## src/design/format_string_integer_printer_defines.svh

```systemverilog
// Assertion helpers shared by the formatter modules.
`ifndef FORMAT_STRING_INTEGER_PRINTER_DEFINES_SVH
`define FORMAT_STRING_INTEGER_PRINTER_DEFINES_SVH

// Checked out of reset only.
`define FSIP_ASSERT(label, prop, msg) \
  label: assert property (@(posedge clk_i) disable iff (!rst_ni) prop) else $error(msg);

// Checked at every edge, reset included.
`define FSIP_ASSERT_ALWAYS(label, prop, msg) \
  label: assert property (@(posedge clk_i) prop) else $error(msg);

`endif

```

## src/design/fsip_pkg.sv

```systemverilog
`timescale 1ns / 1ps
package fsip_pkg;

  localparam int unsigned MAX_WIDTH_DEFAULT   = 48;
  localparam int unsigned MAX_WIDTH_LIMIT     = 64;
  localparam int unsigned QUEUE_DEPTH_DEFAULT = 2;
  localparam int unsigned FW_W                = $clog2(MAX_WIDTH_LIMIT + 1);
  localparam int unsigned HEX_DIGITS          = 8;
  localparam int unsigned DEC_DIGITS          = 10;

  localparam logic [7:0] CH_NUL     = 8'h00;
  localparam logic [7:0] CH_SPACE   = 8'h20;
  localparam logic [7:0] CH_PERCENT = 8'h25;
  localparam logic [7:0] CH_MINUS   = 8'h2D;
  localparam logic [7:0] CH_ZERO    = 8'h30;
  localparam logic [7:0] CH_NINE    = 8'h39;
  localparam logic [7:0] HEX_BASE   = 8'h60;
  localparam logic [7:0] CH_D       = 8'h64;
  localparam logic [7:0] CH_L       = 8'h6C;
  localparam logic [7:0] CH_X       = 8'h78;

  typedef enum logic [1:0] {
    CMD_ECHO,
    CMD_HEX,
    CMD_DEC
  } cmd_kind_e;

  typedef struct packed {
    cmd_kind_e         kind;
    logic [7:0]        ch;
    logic [31:0]       value;
    logic              neg;
    logic [FW_W-1:0]   width;
  } cmd_t;

  typedef enum logic [2:0] {
    B_IDLE,
    B_ECHO,
    B_HEX_SKIP,
    B_HEX_OUT,
    B_DEC_DIV,
    B_DEC_PAD,
    B_DEC_SIGN,
    B_DEC_DIGIT
  } back_state_e;

endpackage

```

## src/design/fsip_queue.sv

```systemverilog
`timescale 1ns / 1ps
module fsip_queue import fsip_pkg::*; #(
  parameter int unsigned QUEUE_DEPTH = QUEUE_DEPTH_DEFAULT
) (
  input  logic clk_i,
  input  logic rst_ni,
  input  logic push_i,
  input  cmd_t cmd_i,
  output logic full_o,
  input  logic pop_i,
  output logic valid_o,
  output cmd_t cmd_o
);

  `include "format_string_integer_printer_defines.svh"

  localparam int unsigned PtrW = (QUEUE_DEPTH > 1) ? $clog2(QUEUE_DEPTH) : 1;
  localparam int unsigned CntW = $clog2(QUEUE_DEPTH + 1);

  cmd_t            mem_q [QUEUE_DEPTH];
  logic [PtrW-1:0] wr_ptr_q, rd_ptr_q;
  logic [CntW-1:0] count_q;
  logic            do_push, do_pop;

  assign full_o  = (count_q == CntW'(QUEUE_DEPTH));
  assign valid_o = (count_q != '0);
  assign cmd_o   = mem_q[rd_ptr_q];
  assign do_push = push_i && !full_o;
  assign do_pop  = pop_i && valid_o;

  always_ff @(posedge clk_i) begin
    if (do_push) begin
      mem_q[wr_ptr_q] <= cmd_i;
    end
  end

  always_ff @(posedge clk_i or negedge rst_ni) begin
    if (!rst_ni) begin
      wr_ptr_q <= '0;
      rd_ptr_q <= '0;
      count_q  <= '0;
    end else begin
      if (do_push) begin
        wr_ptr_q <= (wr_ptr_q == PtrW'(QUEUE_DEPTH - 1)) ? '0 : wr_ptr_q + 1'b1;
      end
      if (do_pop) begin
        rd_ptr_q <= (rd_ptr_q == PtrW'(QUEUE_DEPTH - 1)) ? '0 : rd_ptr_q + 1'b1;
      end
      if (do_push && !do_pop) begin
        count_q <= count_q + 1'b1;
      end else if (do_pop && !do_push) begin
        count_q <= count_q - 1'b1;
      end
    end
  end

  `FSIP_ASSERT(a_no_overflow, push_i |-> !full_o, "command pushed into full queue")
  `FSIP_ASSERT(a_count_range, count_q <= CntW'(QUEUE_DEPTH), "queue count out of range")
  `FSIP_ASSERT(a_full_has_item, full_o |-> valid_o, "full queue reports no item")

endmodule

```

## config.mk

```make
export PLATFORM = sky130hd
export DESIGN_NAME = fsip_queue
export DESIGN_NICKNAME = d
export VERILOG_FILES = /design/src/design/fsip_pkg.sv /design/src/design/fsip_queue.sv
export VERILOG_INCLUDE_DIRS = /design/src /design/src/design
export SDC_FILE = /design/constraint.sdc
export NUM_CORES = 1
export LEC_CHECK = 0
export BUFFER_PORTS_ARGS = -buffer_cell sky130_fd_sc_hd__buf_4
export CAP_MARGIN = 20
export CORE_MARGIN = 2
export CORE_UTILIZATION = 52
export DETAILED_ROUTE_END_ITERATION = 6
export PLACE_DENSITY = 0.86
export SYNTH_ARGS = -nofsm -noshare
export SYNTH_HDL_FRONTEND = slang
export SYNTH_SLANG_ARGS = --single-unit
```

## constraint.sdc

```tcl
create_clock -name clk_i -period 3.6 [get_ports clk_i]
set_input_delay 1.08 -clock clk_i [delete_from_list [all_inputs] [get_ports clk_i]]
set_output_delay 1.08 -clock clk_i [all_outputs]
set_load 0.01 [all_outputs]
```

==> metrics.txt <==
outcome complete, no violations; static leakage 0.00208 µW; power per cell area around 780 nW/µm²; DRT Pass-1 Iters 4; antenna cells 0; WHS around 0.5 ns; # port buffers 105; first-pass GRT wire length roughly 9700 µm; area delta synth->final 26.5%; Max stage delay on crit path just under 0.7 ns; final-stage net count around 350; average size of a mapped cell about 23 µm²; grt total ovfl 0; post-CTS sizing 0; pin count of the biggest net entering global routing 40; Final Skew around 0.0075 ns; Cells after Synth 175; CTS max path bufs 2; Final Hold Vio Count 0; kind of start point of the critical path flip-flop; register bit count reported by yosys between 100 and 150; Starting Density between 50% and 60%; io pins 106; Total Wirelength roughly 6300 µm; critical path type flip-flop to primary output; fin crit share 81.5%; Post-DP HPWL between 4000 and 5000 µm; root buffer cell clkbuf_8; worst-path fanout max 21; number of distinct library cells after synthesis 16; antenna violations before repair 0; Max Cap Viol 0; H-tree levels 3; worst-path cell chain buf_4 -> mux2_4 -> buf_4; layout cells sized above 1 about three fifths; sequential area share after synthesis approximately three quarters; Slew Viols, Final 0; Starting DRT DRC Count 81; post-synth net total 230; fmax 341 MHz; CTS Buf Count 9; CTS tree built; Post-Syn Area about 4100 µm²; synth warn 0; GRT Util Overall between 10% and 20%; Via Count ~1900; HP Class flip-flop to flip-flop; family with the most delay on the worst path flip-flops; gpl congestion ~0.69; Detail Route Antenna Nets 0; final non-filler cell total 397; CP Buf/Inv Count 2; pre-CTS WS roughly 1.0 ns; die area around 8500 µm²; residual DRC count 0; most frequent cells in the layout 110 x buf_4, 100 x edfxtp_1, 49 x mux2_4; WP data required about 2.5 ns; fin crit period 2.93 ns; per-cell routed wire length roughly 16 µm; commonest non-fill, non-tap cell in the layout buf_4; Slew @ Worst Pin between 0.6 and 0.7 ns; Die Y just over 90 µm; Sum Neg Setup Slack 0 ns; # Post-CTS Setup Buffers 0; RSZ-0062 raised after global routing false; maximum vdd drop approximately 0.44 mV; Slowest-stage cell, CP dfrtp_4; placed cell count ~380; final instance area ~5100 µm²; crit path DAT approximately 1.9 ns; Core ar. roughly 7600 µm²; Worst Setup End Kind primary output; placed inst area ~4900 µm²; setup violators final 0; DR vias/cell between 4 and 5; cell mode on critical path buf_4; # hold bufs at CTS 0; vias in the first global route about 2000; CTS clk-pin slew, worst paths about 0.080 ns; die width just over 90 µm; Skew-Pair Late Insertion Delay between 0.3 and 0.4 ns; Rel. slew slack around 55%; row count 32; Final WS setup approximately 0.67 ns; CTS sink count ~100
-- worst register-to-register path, delay by kind of cell (launching register included) --
family                 cells  cell delay (ns)
DFF                        1             0.42
buffers and inverters      1             0.35
and+or+nand+nor            2             0.80
-- final cells by class --
cell class / count / area, µm²
multi-input cells: 63 / 848
fillers: 488 / 2510
clock buffers: 11 / 131
repair buffers: 111 / 846
clock inverters: 4 / 70.1
well taps: 102 / 128
inverters: 2 / 7.51
flip-flops and latches: 104 / 3110
-- power breakdown --
group	switching [µW]	leakage, µW	internal [µW]	total (µW)
Combinational	605	0.00100	845	1450
Sequential	143	0.000975	1660	1800
Clock	349	0.000103	386	735
Total	1100	0.00208	2890	3990
-- per-layer routing --
layer	vias up	GRT usage [%]	share of wire, %	wire (µm)
met5	-	0	0	0
li1	910	-	-	-
met1	915	18.3	41	2580
met4	0	7.96	2.4	153
met3	13	4.07	6.0	381
met2	71	26.2	51	3220
-- per-stage QoR --
| step | utilization, % | total power [µW] |
|---|---|---|
| 2_1_floorplan | - | 2800 |
| 3_3_place_gp | 64.5 | 3270 |
| 3_5_place_dp | 64.5 | 3310 |
| 4_1_cts | 67.2 | 4040 |
| 5_1_grt | 67.2 | 4180 |
| 6_report | 67.2 | 3990 |
-- sequential cells by signal, indices dropped and copies added (netlist names) --
| register | count |
|---|---|
| rd_ptr_q | 1 |
| mem_q | 100 |
| wr_ptr_q | 1 |
| count_q | 2 |
-- synthesized netlist by cell type --
master | instances | area (µm²)
xor2_1 | 2 | 17.5
ha_1 | 1 | 12.5
inv_1 | 2 | 7.51
dfrtp_1 | 4 | 100
buf_6 | 1 | 11.3
nor2_1 | 2 | 7.51
buf_12 | 5 | 100
xnor2_1 | 3 | 26.3
nand2_1 | 1 | 3.75
or2_1 | 1 | 6.26
edfxtp_1 | 100 | 3000
nand2b_1 | 1 | 6.26
mux2_2 | 1 | 11.3
nand2_2 | 1 | 6.26
mux2_4 | 49 | 736
and3_1 | 1 | 6.26
-- kinds of logic after synthesis --
logic type,synth area share [%]
multiplexers,18.4
flip-flops,76.4
adder cells (fa/ha/maj),0.308
XOR/XNOR,1.08
AND/OR/NAND/NOR,0.894
buffers and inverters,2.93
-- final timing paths --
| path | from | cells past startpoint | slack [ns] | end |
|---|---|---|---|---|
| setup reg to reg | count_q[0]$_DFFE_PN0P_ | 3 | 1.74 | mem_q[1][35]$_DFFE_PP_ |
| hold / removal | count_q[1]$_DFFE_PN0P_ | 1 | 0.50 | count_q[1]$_DFFE_PN0P_ |
| hold reg to reg | count_q[1]$_DFFE_PN0P_ | 1 | 0.50 | count_q[1]$_DFFE_PN0P_ |
| max in group asynchronous | rst_ni | 1 | 2.97 | rd_ptr_q$_DFFE_PN0P_ |
| min in group asynchronous | rst_ni | 1 | 0.51 | count_q[1]$_DFFE_PN0P_ |
| setup / recovery | rd_ptr_q$_DFFE_PN0P_ | 3 | 0.67 | cmd_o[17] |
Power figures use the tool's default switching activity.
