--- src/design/format_string_integer_printer_defines.svh ---
// Assertion helpers shared by the formatter modules.
`ifndef FORMAT_STRING_INTEGER_PRINTER_DEFINES_SVH
`define FORMAT_STRING_INTEGER_PRINTER_DEFINES_SVH

// Checked out of reset only.
`define FSIP_ASSERT(label, prop, msg) \
  label: assert property (@(posedge clk_i) disable iff (!rst_ni) prop) else $error(msg);

// Checked at every edge, reset included.
`define FSIP_ASSERT_ALWAYS(label, prop, msg) \
  label: assert property (@(posedge clk_i) prop) else $error(msg);

`endif

--- src/design/fsip_pkg.sv ---
`timescale 1ns / 1ps
package fsip_pkg;

  localparam int unsigned MAX_WIDTH_DEFAULT   = 48;
  localparam int unsigned MAX_WIDTH_LIMIT     = 64;
  localparam int unsigned QUEUE_DEPTH_DEFAULT = 2;
  localparam int unsigned FW_W                = $clog2(MAX_WIDTH_LIMIT + 1);
  localparam int unsigned HEX_DIGITS          = 8;
  localparam int unsigned DEC_DIGITS          = 10;

  localparam logic [7:0] CH_NUL     = 8'h00;
  localparam logic [7:0] CH_SPACE   = 8'h20;
  localparam logic [7:0] CH_PERCENT = 8'h25;
  localparam logic [7:0] CH_MINUS   = 8'h2D;
  localparam logic [7:0] CH_ZERO    = 8'h30;
  localparam logic [7:0] CH_NINE    = 8'h39;
  localparam logic [7:0] HEX_BASE   = 8'h60;
  localparam logic [7:0] CH_D       = 8'h64;
  localparam logic [7:0] CH_L       = 8'h6C;
  localparam logic [7:0] CH_X       = 8'h78;

  typedef enum logic [1:0] {
    CMD_ECHO,
    CMD_HEX,
    CMD_DEC
  } cmd_kind_e;

  typedef struct packed {
    cmd_kind_e         kind;
    logic [7:0]        ch;
    logic [31:0]       value;
    logic              neg;
    logic [FW_W-1:0]   width;
  } cmd_t;

  typedef enum logic [2:0] {
    B_IDLE,
    B_ECHO,
    B_HEX_SKIP,
    B_HEX_OUT,
    B_DEC_DIV,
    B_DEC_PAD,
    B_DEC_SIGN,
    B_DEC_DIGIT
  } back_state_e;

endpackage

--- src/design/fsip_front.sv ---
`timescale 1ns / 1ps
module fsip_front import fsip_pkg::*; #(
  parameter int unsigned MAX_WIDTH = MAX_WIDTH_DEFAULT
) (
  input  logic        clk_i,
  input  logic        rst_ni,
  input  logic        in_valid_i,
  output logic        in_ready_o,
  input  logic [7:0]  fmt_char_i,
  input  logic [31:0] argument_i,
  input  logic        q_full_i,
  output logic        push_o,
  output cmd_t        cmd_o
);

  logic            in_conv_q, in_conv_d;
  logic [FW_W-1:0] fw_q, fw_d;
  logic            accept;
  logic [10:0]     wide_w;
  logic [31:0]     mag;

  assign in_ready_o = !q_full_i;
  assign accept     = in_valid_i && in_ready_o;
  assign wide_w     = 11'(fw_q) * 11'd10 + 11'(fmt_char_i[3:0]);
  assign mag        = argument_i[31] ? (32'd0 - argument_i) : argument_i;

  always_comb begin
    in_conv_d   = in_conv_q;
    fw_d        = fw_q;
    push_o      = 1'b0;
    cmd_o.kind  = CMD_ECHO;
    cmd_o.ch    = fmt_char_i;
    cmd_o.value = mag;
    cmd_o.neg   = argument_i[31];
    cmd_o.width = fw_q;
    if (accept) begin
      priority if (fmt_char_i == CH_NUL) begin
        in_conv_d = 1'b0;
        fw_d      = '0;
        push_o    = 1'b1;
      end else if (!in_conv_q) begin
        if (fmt_char_i == CH_PERCENT) begin
          in_conv_d = 1'b1;
          fw_d      = '0;
        end else begin
          push_o = 1'b1;
        end
      end else if (fmt_char_i >= CH_ZERO && fmt_char_i <= CH_NINE) begin
        fw_d = (wide_w > 11'(MAX_WIDTH)) ? FW_W'(MAX_WIDTH) : FW_W'(wide_w);
      end else if (fmt_char_i == CH_D) begin
        push_o     = 1'b1;
        cmd_o.kind = CMD_DEC;
        in_conv_d  = 1'b0;
        fw_d       = '0;
      end else if (fmt_char_i == CH_X) begin
        push_o     = 1'b1;
        cmd_o.kind = CMD_HEX;
        in_conv_d  = 1'b0;
        fw_d       = '0;
      end else if (fmt_char_i == CH_L) begin
        push_o      = 1'b1;
        cmd_o.kind  = CMD_HEX;
        cmd_o.value = argument_i;
        in_conv_d   = 1'b0;
        fw_d        = '0;
      end else begin
        // any other byte inside a conversion is ignored
      end
    end
  end

  always_ff @(posedge clk_i or negedge rst_ni) begin
    if (!rst_ni) begin
      in_conv_q <= 1'b0;
      fw_q      <= '0;
    end else begin
      in_conv_q <= in_conv_d;
      fw_q      <= fw_d;
    end
  end

endmodule

--- config.mk ---
export PLATFORM = sky130hd
export DESIGN_NAME = fsip_front
export DESIGN_NICKNAME = d
export VERILOG_FILES = /design/src/design/format_string_integer_printer_defines.svh /design/src/design/fsip_pkg.sv /design/src/design/fsip_front.sv
export SDC_FILE = /design/constraint.sdc
export NUM_CORES = 1
export LEC_CHECK = 0
export BUFFER_PORTS_ARGS = -buffer_cell sky130_fd_sc_hd__buf_4
export CAP_MARGIN = 25
export CORE_AREA = 3 3 70 72
export DETAILED_ROUTE_END_ITERATION = 7
export DIE_AREA = 0 0 73 75
export PLACE_DENSITY = 0.76
export SETUP_SLACK_MARGIN = 0.1
export SKIP_LAST_GASP = 1
export SLEW_MARGIN = 15
export SYNTH_ARGS = -nofsm -noshare
export SYNTH_HDL_FRONTEND = slang
export SYNTH_SLANG_ARGS = --single-unit
--- constraint.sdc ---
create_clock -name clk_i -period 2.9 [get_ports clk_i]
set_clock_uncertainty 0.15 [all_clocks]
set_input_delay 0.145 -clock clk_i [delete_from_list [all_inputs] [get_ports clk_i]]
set_output_delay 0.145 -clock clk_i [all_outputs]
set_load 0.05 [all_outputs]
==> results by group <==
Synth
  – Number of library cell types mapped by synthesis: 50
  – Main synth FF type: dfrtp_1
  – Register bit total from synthesis: 8
  – Sequential area share after synthesis: 11.5%
  – Syn_area_per_cell: 8.08 µm²
  – Post-Syn Nets: 275
  – Post-synth EDFFs: 0
  – Yosys warning total: 0
  – Asr flop ratio synth: 100%
  – Mapped cell area: 0.00174 mm²
  – Post-synthesis cell count: 215

Route
  – TritonRoute pass-1 iters: 4
  – Routed WL: 5080 µm
  – Post-route ant nets: 0
  – Total number of vias: 1,955
  – DRC: 0
  – Routed length per placed instance: 14.2 µm
  – Vias/cell: 5.45
  – DR iter-0 viols: 46

Clock network
  – Worst skew pair latency: 220 ps
  – Sink Count: 8
  – Root buf cell: clkbuf_8
  – TritonCTS buffer count: 3
  – H-Tree Depth: 1
  – CTS tree: built
  – CTS max path bufs: 2
  – CTS clk-pin slew, worst paths: 40 ps

Run status
  – Status: finished clean

Global route
  – Largest net degree at the start of global routing: 26
  – Vias in the first global route: 1,792
  – Antenna violations before repair: 0
  – All-Layer GR Usage: 17.9%
  – Overflow after GRT: 0
  – First-pass GRT wire length: 8020 µm

Critical path
  – Worst path top cell family by delay: adder cells
  – CP required: 2880 ps
  – Max FO, Critical Path: 4
  – Slowest cell on the critical path: dfrtp_2
  – Worst-path cell chain: ha_1, ha_4, fa_2, a21o_1, a21oi_2, mux2_4, or3_4, o32ai_2
  – Worst r2r src: fw_q[0]$_DFFE_PN0P_
  – Startpoint class of the critical path: flip-flop
  – Worst flop-to-flop path endpoint: fw_q[0]$_DFFE_PN0P_
  – R2R setup slack: 170 ps
  – Worst r2r path cells: 8
  – Max incr delay on CP: 430 ps
  – Critical path type: reg2reg
  – Kind of end point of the critical path: flip-flop
  – WP buf/inv: 0
  – CP arrival: 2710 ps

Cells and area
  – Nets@finish: 369
  – Proportion of layout cells with a drive suffix above 1: 44.0%
  – Leading cell type in the layout, fill and taps excluded: buf_4
  – ANT cells: 0
  – Cell area after layout: 0.00264 mm²
  – Most frequent cells in the layout: buf_4, xnor2_1, nand2_1
  – Synthesis-to-layout area growth: 51.7%

Timing
  – Max-slew headroom: 51.4%
  – Min cycle time layout: 2730 ps
  – Fmax: 366 MHz
  – Fin crit share: 94.2%
  – Tightest Pin Transition: 723 ps
  – Hold Vio Cnt, Final: 0
  – Post-Route Setup TNS: 0 ps
  – Slew Viols, Final: 0
  – RSZ-0062 raised after global routing: yes
  – Setup Viol. Count Final: 0

Floorplanning
  – Total core area: 0.00435 mm²
  – Number of placement rows: 24
  – Die Ht: 75 µm
  – Full die area: 0.00548 mm²
  – Initial Util: 39.9%
  – # IOs: 96
  – Die width: 73 µm

Placed design
  – Placed Area: 0.00252 mm²
  – Routability cong.: 0.850
  – # port buffers: 95
  – Detail Placement HPWL: 4260 µm

Power and ir drop
  – Comb pwr share: 81.0%
  – Clk pwr share: 8.6%
  – Internal power: 720 µW
  – Sw Ratio: 52.2%
  – Worst vdd ir: 506 µV
  – Lkg Pwr: 0.00116 µW
  – P_sw: 787 µW
  – Pwr dens: 572 mW/mm²
  – Flop pwr share: 10.4%

Hold path
  – Sink of the worst hold path: fw_q[0]$_DFFE_PN0P_
  – HP Start: fmt_char_i[0]
  – Depth of the worst hold-timing path: 3
  – HP Class: in2reg

Flow run
  – Max_cap viols: 0
-- sequential cells by signal, summed over array words and instances, names as in the netlist --
name / count
fw_q: 7
in_conv_q: 1
-- how the worst max path moves through the flow --
stage / startpoint / to / depth (start not counted)
2_1_floorplan: fw_q[1]$_DFFE_PN0P_ / fw_q[0]$_DFFE_PN0P_ / 8
3_3_place_gp: fw_q[3]$_DFFE_PN0P_ / fw_q[1]$_DFFE_PN0P_ / 8
3_5_place_dp: fw_q[3]$_DFFE_PN0P_ / fw_q[3]$_DFFE_PN0P_ / 8
4_1_cts: fw_q[0]$_DFFE_PN0P_ / fw_q[0]$_DFFE_PN0P_ / 8
5_1_grt: fw_q[3]$_DFFE_PN0P_ / fw_q[2]$_DFFE_PN0P_ / 7
6_report: fw_q[0]$_DFFE_PN0P_ / fw_q[0]$_DFFE_PN0P_ / 8
-- cell type report --
class                   instances  area [µm²]
flip-flops and latches          8         208
well taps                      52        65.1
clock buffers                   3        41.3
repair buffers                102         768
inverters                      12        45.0
multi-input cells             182        1510
fillers                       394        1720
-- cells in the mapped netlist (2+ instances only) --
master | n | area share, %
nand2_1 | 14 | 3.0
and2_1 | 2 | 0.72
or4_1 | 3 | 1.3
nor4bb_1 | 4 | 2.3
inv_1 | 12 | 2.6
ha_1 | 14 | 10
xnor2_1 | 26 | 13
dfrtp_1 | 8 | 12
o32ai_1 | 4 | 2.0
a21o_1 | 4 | 1.7
or3_1 | 6 | 2.2
o31ai_1 | 9 | 3.9
and3_1 | 3 | 1.1
or4_4 | 2 | 1.3
nand4_1 | 3 | 1.1
nor2_1 | 10 | 2.2
nor4_1 | 2 | 0.72
mux2_2 | 2 | 1.3
nor3b_1 | 2 | 0.86
nor3_1 | 8 | 2.3
o41ai_1 | 3 | 1.5
nor2b_1 | 3 | 1.1
xor2_1 | 8 | 4.0
buf_4 | 11 | 4.8
o21ai_0 | 12 | 3.5
nand2b_1 | 2 | 0.72
fa_1 | 2 | 2.3
a21oi_1 | 11 | 3.2
nand3_1 | 4 | 1.2
-- worst register-to-register path, cell delays in order (launching register included) --
cell	delay (ps)
dfrtp_2	430
ha_1	250
ha_4	180
fa_2	380
a21o_1	180
a21oi_2	130
mux2_4	330
or3_4	410
o32ai_2	200
-- power by group through the flow --
stage	Combinational (µW)	Clock, µW	Sequential, µW
after floorplan	744	0	213
after global placement	1080	0	156
after detailed placement	1090	0	159
after CTS	1100	134	157
after global routing	1310	138	161
final	1220	129	157
-- kinds of logic after synthesis --
kind of cell,after synthesis,share of synthesized area [%]
mux,2,1.30
buf+inv,25,8.28
compound gates,54,22.2
xor+xnor,34,17.1
simple gates,76,27.2
flops,8,11.5
fa+ha+maj,16,12.4
-- repair_timing --
action,CTS,global route
hold endpoints to repair,8,0
hold buffers,1,0
buffers inserted,0,3
gates resized for setup,0,8
setup endpoints to repair,0,6
-- routing by layer --
metal / vias to the layer above / global-route usage, % / share of wire, %
met4: 0 / 3.07 / 0.16
met3: 2 / 2.94 / 9.6
met1: 893 / 21.9 / 41
met5: - / 0 / 0
li1: 984 / - / -
met2: 76 / 33.2 / 49
-- through the flow --
stage | cells | power, µW | setup slack [ps] | util [%] | hold slack, ps
finish | 359 | 1510 | 167 | 60.5 | 93.5
global route | 359 | 1610 | 21.9 | 60.5 | 127
CTS | 356 | 1400 | 108 | 59.0 | 92.6
detailed placement | 352 | 1250 | 125 | 57.8 | -180
global placement | 352 | 1240 | 207 | 57.8 | -183
floorplan | 215 | 956 | 115 | - | -301
Note: power is estimated with default switching activity, not from simulation.
